===== config.mk =====
export PLATFORM = sky130hd
export DESIGN_NAME = ordered_value_list_top_flat
export DESIGN_NICKNAME = d
export VERILOG_FILES = /design/src/sv/ovl_pkg.sv /design/src/sv/ovl_if.sv /design/src/sv/ordered_value_list_top.sv /design/src/sv/ovl_cell.sv /design/src/sv/ovl_ctrl.sv /design/src/flat_wrapper.sv
export SDC_FILE = /design/constraint.sdc
export NUM_CORES = 1
export LEC_CHECK = 0
export BUFFER_PORTS_ARGS = -buffer_cell sky130_fd_sc_hd__clkbuf_2
export CAP_MARGIN = 20
export CORE_UTILIZATION = 60
export DETAILED_ROUTE_END_ITERATION = 6
export PLACE_DENSITY = 0.73
export SETUP_SLACK_MARGIN = 0.5
export SLEW_MARGIN = 20
export SYNTH_ARGS = -nofsm -noshare
export SYNTH_HDL_FRONTEND = slang
export SYNTH_SLANG_ARGS = --single-unit

===== constraint.sdc =====
create_clock -name i_clk -period 12.1 [get_ports i_clk]
set_input_delay 0.605 -clock i_clk [delete_from_list [all_inputs] [get_ports i_clk]]
set_output_delay 0.605 -clock i_clk [all_outputs]
set_load 0.005 [all_outputs]

===== src/sv/ovl_pkg.sv =====
package ovl_pkg;

    localparam int DEPTH     = 16;
    localparam int CNT_W     = $clog2(DEPTH + 1);
    localparam int DATA_W    = 32;
    localparam int OP_W      = 2;
    localparam int ST_W      = 2;
    localparam int OUT_CNT_W = 5;

    typedef logic [OP_W-1:0]        t_opcode;
    typedef logic [ST_W-1:0]        t_status;
    typedef logic signed [DATA_W-1:0] t_word;
    typedef logic [CNT_W-1:0]       t_count;

    localparam t_opcode OP_APPEND  = 2'd0;
    localparam t_opcode OP_REPLACE = 2'd1;
    localparam t_opcode OP_ERASE   = 2'd2;

    localparam t_status ST_DONE    = 2'd0;
    localparam t_status ST_NOMATCH = 2'd1;
    localparam t_status ST_FULL    = 2'd2;

    typedef struct packed {
        logic load;
        logic shift;
    } t_cell_ctl;

endpackage


===== src/sv/ovl_if.sv =====
interface ovl_req_if import ovl_pkg::*; ();
    logic    valid;
    logic    ready;
    t_opcode opcode;
    t_word   operand_value;
    t_word   replacement;

    modport source (output valid, opcode, operand_value, replacement, input ready);
    modport sink   (input valid, opcode, operand_value, replacement, output ready);
endinterface

interface ovl_rsp_if import ovl_pkg::*; ();
    logic                 valid;
    logic                 ready;
    t_status              status;
    logic [OUT_CNT_W-1:0] entry_count;

    modport source (output valid, status, entry_count, input ready);
    modport sink   (input valid, status, entry_count, output ready);
endinterface


===== src/sv/ordered_value_list_top.sv =====
// Ordered value list: holds up to DEPTH signed words in insertion order.
// Requests arrive on i_req (opcode, operand_value, replacement) and each
// produces exactly one response on o_rsp (status, entry_count), both with
// valid/ready handshakes. Append adds the value at the tail, or reports
// full. Replace overwrites the first entry from the front equal to the key.
// Erase removes the front entry if it matches, else the tail entry if it
// matches, else the first match, and the entries behind it close up.
// A request is taken by a row of cells that compare the key
// in parallel and shift towards the front; its response is registered
// and is shown the cycle after acceptance. One request per cycle is
// sustained while responses are being taken.
// If the receiver stalls, the response is held and a new request is only
// taken in the cycle in which the held response is taken.
// Reset empties the list and drops any pending response; i_req.ready is
// low while reset is asserted.
module ordered_value_list_top import ovl_pkg::*; (
    input  logic      i_clk,
    input  logic      i_rst_n,
    ovl_req_if.sink   i_req,
    ovl_rsp_if.source o_rsp
);

    logic                 w_accept;
    logic [DEPTH-1:0]     w_live;
    logic [DEPTH-1:0]     w_match;
    t_cell_ctl            w_ctl [DEPTH];
    t_word                w_value [DEPTH];
    t_word                w_load_data;
    t_status              w_status;
    t_count               w_count_next;

    logic                 r_rsp_valid;
    t_status              r_status;
    logic [OUT_CNT_W-1:0] r_entry_count;
    logic                 n_rsp_valid;

    assign i_req.ready = i_rst_n && (!r_rsp_valid || o_rsp.ready);
    assign w_accept    = i_req.valid && i_req.ready;
    assign w_load_data = (i_req.opcode == OP_APPEND) ? i_req.operand_value
                                                     : i_req.replacement;

    ovl_ctrl u_ctrl (
        .i_clk        (i_clk),
        .i_rst_n      (i_rst_n),
        .i_accept     (w_accept),
        .i_opcode     (i_req.opcode),
        .i_match      (w_match),
        .o_live       (w_live),
        .o_ctl        (w_ctl),
        .o_status     (w_status),
        .o_count_next (w_count_next)
    );

    for (genvar g = 0; g < DEPTH; g++) begin : g_cell
        t_word w_next;
        if (g == DEPTH - 1) begin : g_last
            assign w_next = w_value[g];
        end else begin : g_mid
            assign w_next = w_value[g+1];
        end

        ovl_cell u_cell (
            .i_clk       (i_clk),
            .i_ctl       (w_ctl[g]),
            .i_live      (w_live[g]),
            .i_key       (i_req.operand_value),
            .i_load_data (w_load_data),
            .i_next      (w_next),
            .o_value     (w_value[g]),
            .o_match     (w_match[g])
        );
    end

    always_comb begin
        n_rsp_valid = r_rsp_valid;
        if (w_accept) begin
            n_rsp_valid = 1'b1;
        end else if (o_rsp.ready) begin
            n_rsp_valid = 1'b0;
        end
    end

    always_ff @(posedge i_clk) begin
        if (!i_rst_n) begin
            r_rsp_valid <= 1'b0;
        end else begin
            r_rsp_valid <= n_rsp_valid;
        end
    end

    always_ff @(posedge i_clk) begin
        if (w_accept) begin
            r_status      <= w_status;
            r_entry_count <= OUT_CNT_W'(w_count_next);
        end
    end

    assign o_rsp.valid       = r_rsp_valid;
    assign o_rsp.status      = r_status;
    assign o_rsp.entry_count = r_entry_count;

endmodule


===== src/sv/ovl_cell.sv =====
module ovl_cell import ovl_pkg::*; (
    input  logic      i_clk,
    input  t_cell_ctl i_ctl,
    input  logic      i_live,
    input  t_word     i_key,
    input  t_word     i_load_data,
    input  t_word     i_next,
    output t_word     o_value,
    output logic      o_match
);

    t_word r_value;
    t_word n_value;

    always_comb begin
        n_value = r_value;
        if (i_ctl.load) begin
            n_value = i_load_data;
        end else if (i_ctl.shift) begin
            n_value = i_next;
        end
    end

    always_ff @(posedge i_clk) begin
        r_value <= n_value;
    end

    assign o_value = r_value;
    assign o_match = i_live && (r_value == i_key);

endmodule


===== src/sv/ovl_ctrl.sv =====
module ovl_ctrl import ovl_pkg::*; (
    input  logic             i_clk,
    input  logic             i_rst_n,
    input  logic             i_accept,
    input  t_opcode          i_opcode,
    input  logic [DEPTH-1:0] i_match,
    output logic [DEPTH-1:0] o_live,
    output t_cell_ctl        o_ctl [DEPTH],
    output t_status          o_status,
    output t_count           o_count_next
);

    t_count           r_count;
    t_count           n_count;
    t_status          w_status;
    logic [DEPTH-1:0] w_live;
    logic [DEPTH-1:0] w_first_oh;
    logic [DEPTH-1:0] w_tail_oh;
    logic [DEPTH-1:0] w_erase_oh;
    logic [DEPTH-1:0] w_shift_mask;
    logic [DEPTH-1:0] w_append_oh;
    logic [DEPTH-1:0] w_load;
    logic [DEPTH-1:0] w_shift;
    logic             w_tail_hit;
    logic             w_any_match;
    logic             w_full;

    always_comb begin
        for (int i = 0; i < DEPTH; i++) begin
            w_live[i] = CNT_W'(i) < r_count;
        end
    end

    assign w_any_match  = |i_match;
    assign w_full       = (r_count == CNT_W'(DEPTH));
    assign w_first_oh   = i_match & (~i_match + DEPTH'(1));
    assign w_tail_oh    = w_live & ~(w_live >> 1);
    assign w_tail_hit   = |(i_match & w_tail_oh);
    assign w_erase_oh   = (w_tail_hit && !i_match[0]) ? w_tail_oh : w_first_oh;
    assign w_shift_mask = ~(w_erase_oh - DEPTH'(1));
    assign w_append_oh  = {w_live[DEPTH-2:0], 1'b1} & ~w_live;

    always_comb begin
        n_count  = r_count;
        w_status = ST_NOMATCH;
        w_load   = '0;
        w_shift  = '0;
        case (i_opcode)
            OP_APPEND: begin
                if (w_full) begin
                    w_status = ST_FULL;
                end else begin
                    w_status = ST_DONE;
                    w_load   = w_append_oh;
                    n_count  = r_count + CNT_W'(1);
                end
            end
            OP_REPLACE: begin
                if (w_any_match) begin
                    w_status = ST_DONE;
                    w_load   = w_first_oh;
                end
            end
            OP_ERASE: begin
                if (w_any_match) begin
                    w_status = ST_DONE;
                    w_shift  = w_shift_mask;
                    n_count  = r_count - CNT_W'(1);
                end
            end
            default: begin
                w_status = ST_NOMATCH;
            end
        endcase
    end

    always_comb begin
        for (int i = 0; i < DEPTH; i++) begin
            o_ctl[i].load  = i_accept && w_load[i];
            o_ctl[i].shift = i_accept && w_shift[i];
        end
    end

    always_ff @(posedge i_clk) begin
        if (!i_rst_n) begin
            r_count <= '0;
        end else if (i_accept) begin
            r_count <= n_count;
        end
    end

    assign o_live       = w_live;
    assign o_status     = w_status;
    assign o_count_next = n_count;

`ifndef SYNTHESIS
    a_count_bound: assert property (@(posedge i_clk) disable iff (!i_rst_n)
        r_count <= CNT_W'(DEPTH))
        else $error("live count exceeds the list depth");

    a_count_hold: assert property (@(posedge i_clk) disable iff (!i_rst_n)
        !i_accept |=> $stable(r_count))
        else $error("live count changed without a request");

    a_erase_dec: assert property (@(posedge i_clk) disable iff (!i_rst_n)
        i_accept && (i_opcode == OP_ERASE) && w_any_match
        |=> r_count == $past(r_count) - CNT_W'(1))
        else $error("erase did not remove exactly one entry");

    a_full_only: assert property (@(posedge i_clk) disable iff (!i_rst_n)
        (w_status == ST_FULL) |-> w_full && (i_opcode == OP_APPEND))
        else $error("full status reported on a list with room");
`endif

endmodule

===== src/flat_wrapper.sv =====
// flat-port wrapper written by rule: the top's interface ports become plain ports
module ordered_value_list_top_flat import ovl_pkg::*;
  (i_clk, i_rst_n, i_req_valid, i_req_opcode, i_req_operand_value, i_req_replacement, i_req_ready, o_rsp_valid, o_rsp_status, o_rsp_entry_count, o_rsp_ready);
  ovl_req_if i_req_i ();
  ovl_rsp_if o_rsp_i ();
  input  logic i_clk;
  input  logic i_rst_n;
  input wire logic [$bits(i_req_i.valid)-1:0] i_req_valid;
  input wire logic [$bits(i_req_i.opcode)-1:0] i_req_opcode;
  input wire logic [$bits(i_req_i.operand_value)-1:0] i_req_operand_value;
  input wire logic [$bits(i_req_i.replacement)-1:0] i_req_replacement;
  output wire logic [$bits(i_req_i.ready)-1:0] i_req_ready;
  output wire logic [$bits(o_rsp_i.valid)-1:0] o_rsp_valid;
  output wire logic [$bits(o_rsp_i.status)-1:0] o_rsp_status;
  output wire logic [$bits(o_rsp_i.entry_count)-1:0] o_rsp_entry_count;
  input wire logic [$bits(o_rsp_i.ready)-1:0] o_rsp_ready;
  assign i_req_i.valid = i_req_valid;
  assign i_req_i.opcode = i_req_opcode;
  assign i_req_i.operand_value = i_req_operand_value;
  assign i_req_i.replacement = i_req_replacement;
  assign i_req_ready = i_req_i.ready;
  assign o_rsp_valid = o_rsp_i.valid;
  assign o_rsp_status = o_rsp_i.status;
  assign o_rsp_entry_count = o_rsp_i.entry_count;
  assign o_rsp_i.ready = o_rsp_ready;
  ordered_value_list_top u_core (.i_clk(i_clk), .i_rst_n(i_rst_n), .i_req(i_req_i), .o_rsp(o_rsp_i));
endmodule

==> run metrics <==
Final Hold Fails 0; Yosys top cell area share 50.0%; timing-limited maximum frequency 155 MHz; CP max stage cell o21bai_4; switching power 994 µW; endpoints failing setup 0; clock power share 42.3%; clk_lat worst skew 0.65 ns; # DRC 0; worst-path cell chain buf_4, a21oi_2, buf_4, or4b_1, or4_1, or3_1, nor4_1, a221oi_1, nand4_1, nor2_1, o21ai_0, ha_1, nand2_1, o32a_1, mux2i_1, nand3_1, xor2_1, o21bai_4; Reg area 0.0157 mm²; ys flop type edfxtp_1; Crit path largest cell delay 0.82 ns; Post-Route WL 114000 µm; Seq cells post-synth 525; CTS Buffer Depth 3; Seq/Total Area, Yosys 50.4%; count leader, synth edfxtp_1; # nets final 2491; CP Data Required Time 12.36 ns; Syn Std Cell Area slightly above 0.03 mm²; Layout area overhead 8.71%; Least-Margin Pin Slew around 1.1 ns; final non-filler cell total between 3000 and 4000; CTS Sinks between 500 and 600; syn_nets ~2500; CTS Buf Count 55; post_cts resized 0; Fill cells 3751; num rows 83; PwrDens 118 mW/mm²; dpl cells 3034; status finished clean; grt ovf 0; Hold-fix buffers, CTS 0; CTS tree yes; Vias/cell 7.09; Max FO, Critical Path 32; die width 230 µm; vias 22240; Reg power frac 49.5%; Comb pwr share 8.2%; RSZ-0062 raised after global routing no; number of port buffers a little under 80; vias in the first global route 21920; Fin Clk Skew 0.0374 ns; fin. max-slew vios 0; area of the multi-input gates 0.0146 mm²; Synth Instances ~2400; initial antenna violation count 3; drt wl/cell 36.3 µm; largest net degree at the start of global routing 40; H-tree Lvls 2; cell mode on critical path buf_4; layout cells sized above 1 27.4%; first-pass GRT wire length 160000 µm; DR pass1 iterations 6; GP Congestion 1.01; yosys warns 0; asr flop ratio synth 0%; Crit path arrival time 6.70 ns; initial drt markers ~3200; worst vdd ir 0.000142 V; clock transition at the registers of the reported paths 0.06 ns; chip height 230 µm; Static Leakage 0.0108 µW; endpoint class of the critical path register; Max-cap violations 0; synth cell count leaders edfxtp_1, mux2_2, xnor2_1; dominant cells by area after synthesis edfxtp_1, mux2_2, xnor2_1, xor2_1, mux2_1; Total GRT Usage between 40 and 50%; leading area contributor after synthesis edfxtp_1; total negative slack 0 ns; Post-DRT Antenna Nets 0; final worst-path cycle share 53.2%; syn avg cell area 13.0 µm²; WS Path Type register to register; root buf cell clkbuf_16; Yosys cell types 74; Worst Hold Class input pin to register; cell-internal power 3000 µW; Die Area 0.0528 mm²; setup bufs post-CTS 0; crit start category register; Sw Ratio 24.9%; Starting Density 60.7%; minimum clock period 6.44 ns; Core Region slightly above 0.05 mm²; Slew Limit Headroom a little under a quarter; dpl hpwl 81200 µm; IO Count 79; EDFF count, synth 519
## registers in the layout, indices dropped and copies added (netlist names)
| register | count |
|---|---|
| u_core.o_rsp.valid | 1 |
| u_core.u_ctrl.r_count | 5 |
| u_core.o_rsp.status | 2 |
| u_core.g_cell.u_cell.o_value | 512 |
| u_core.o_rsp.entry_count | 5 |
## per-stage QoR
stage	total power (µW)	worst slack [ns]	instance area [µm²]	utilization (%)	hold slack, ns
after floorplan	2200	5.95	31100	-	0.488
after global placement	2330	5.58	32000	62.4	0.479
after detailed placement	2330	5.52	32100	62.5	0.501
after CTS	3980	5.86	33800	65.9	0.208
after global routing	4060	5.34	33900	66.0	0.269
final	3990	5.66	33900	66.0	0.233
## worst paths after layout
path	cells after the start	to	startpoint	slack (ns)
worst max-delay path	18	u_core.g_cell[14].u_cell.o_value[24]	u_core.u_ctrl.r_count[3]	5.66
worst min-delay path	3	u_core.o_rsp.valid	i_req_valid	0.23
worst min register to register	2	u_core.o_rsp.valid	u_core.o_rsp.valid	0.51
worst max register to register	18	u_core.g_cell[14].u_cell.o_value[24]	u_core.u_ctrl.r_count[3]	5.66
## worst max-delay path, delay by kind of cell (launching register included)
family	cells	cell delay, ns
AND/OR/NAND/NOR	8	2.29
AO/OA/AOI/OAI	5	1.49
flip-flops	1	0.62
buffers and inverters	2	0.53
multiplexers	1	0.50
adder cells (fa/ha/maj)	1	0.35
XOR/XNOR	1	0.23
## power by group through the flow
stage	Clock (µW)	Combinational (µW)	Sequential, µW
detailed placement	0	311	2020
CTS	1690	314	1980
global route	1760	331	1980
global placement	0	309	2020
finish	1690	327	1980
floorplan	0	181	2020
## area by class of cell
cell class / count / area share, %
sequential: 525 / 46.4
multi-input combinational: 1685 / 43.2
clock buffer: 62 / 4.14
timing repair buffer: 132 / 2.53
tap: 680 / 2.51
clock inverter: 39 / 1.02
inverter: 14 / 0.155
antenna: 1 / 0.00739
## per-layer routing
metal / part of all wire (%) / global-route usage [%] / vias up / routed length (µm)
li1: - / - / 9053 / -
met1: 38 / 56.9 / 11115 / 43300
met2: 45 / 66.1 / 1698 / 51100
met3: 11 / 7.81 / 374 / 12000
met4: 6.6 / 24.9 / 0 / 7520
met5: 0 / 0 / - / 0
## cells in the final DEF, fill, tap and decap left out, types with 6 or more instances in the layout
| master | synthesis | layout |
|---|---|---|
| clkbuf_2 | 0 | 78 |
| buf_4 | 8 | 51 |
| mux2i_1 | 13 | 13 |
| inv_1 | 13 | 13 |
| nor4_1 | 83 | 81 |
| nand3_1 | 44 | 44 |
| clkbuf_1 | 57 | 7 |
| a21oi_4 | 7 | 13 |
| nor3b_1 | 6 | 6 |
| nor3_1 | 41 | 41 |
| nand3_2 | 6 | 6 |
| or3_1 | 8 | 8 |
| dfxtp_1 | 6 | 6 |
| edfxtp_1 | 519 | 519 |
| nand2_1 | 56 | 55 |
| xnor2_1 | 312 | 312 |
| or4_1 | 6 | 6 |
| nor2_1 | 64 | 61 |
| clkbuf_16 | 0 | 55 |
| mux2_1 | 104 | 104 |
| mux2_2 | 410 | 410 |
| ha_1 | 8 | 7 |
| nor4b_1 | 13 | 13 |
| xor2_1 | 211 | 211 |
| a21oi_1 | 18 | 13 |
| o21ai_0 | 10 | 10 |
| and3_1 | 20 | 20 |
| and4_1 | 8 | 8 |
| clkinv_2 | 0 | 11 |
| clkinv_1 | 0 | 16 |
| nand4b_1 | 6 | 6 |
| o21bai_2 | 0 | 11 |
| a31oi_1 | 6 | 6 |
| nand4_1 | 125 | 125 |
## logic make-up (layout without fill, tap and decap cells)
group | Yosys count | after routing | share of synthesized area (%)
flip-flops | 525 | 525 | 50.4
AND/OR/NAND/NOR | 521 | 521 | 9.76
multiplexers | 527 | 527 | 19.0
AO/OA/AOI/OAI | 106 | 106 | 2.67
other | 0 | 1 | 0
buffers and inverters | 182 | 247 | 3.12
XOR/XNOR | 523 | 523 | 14.7
adder cells (fa/ha/maj) | 8 | 8 | 0.321
Power figures use the tool's default switching activity.
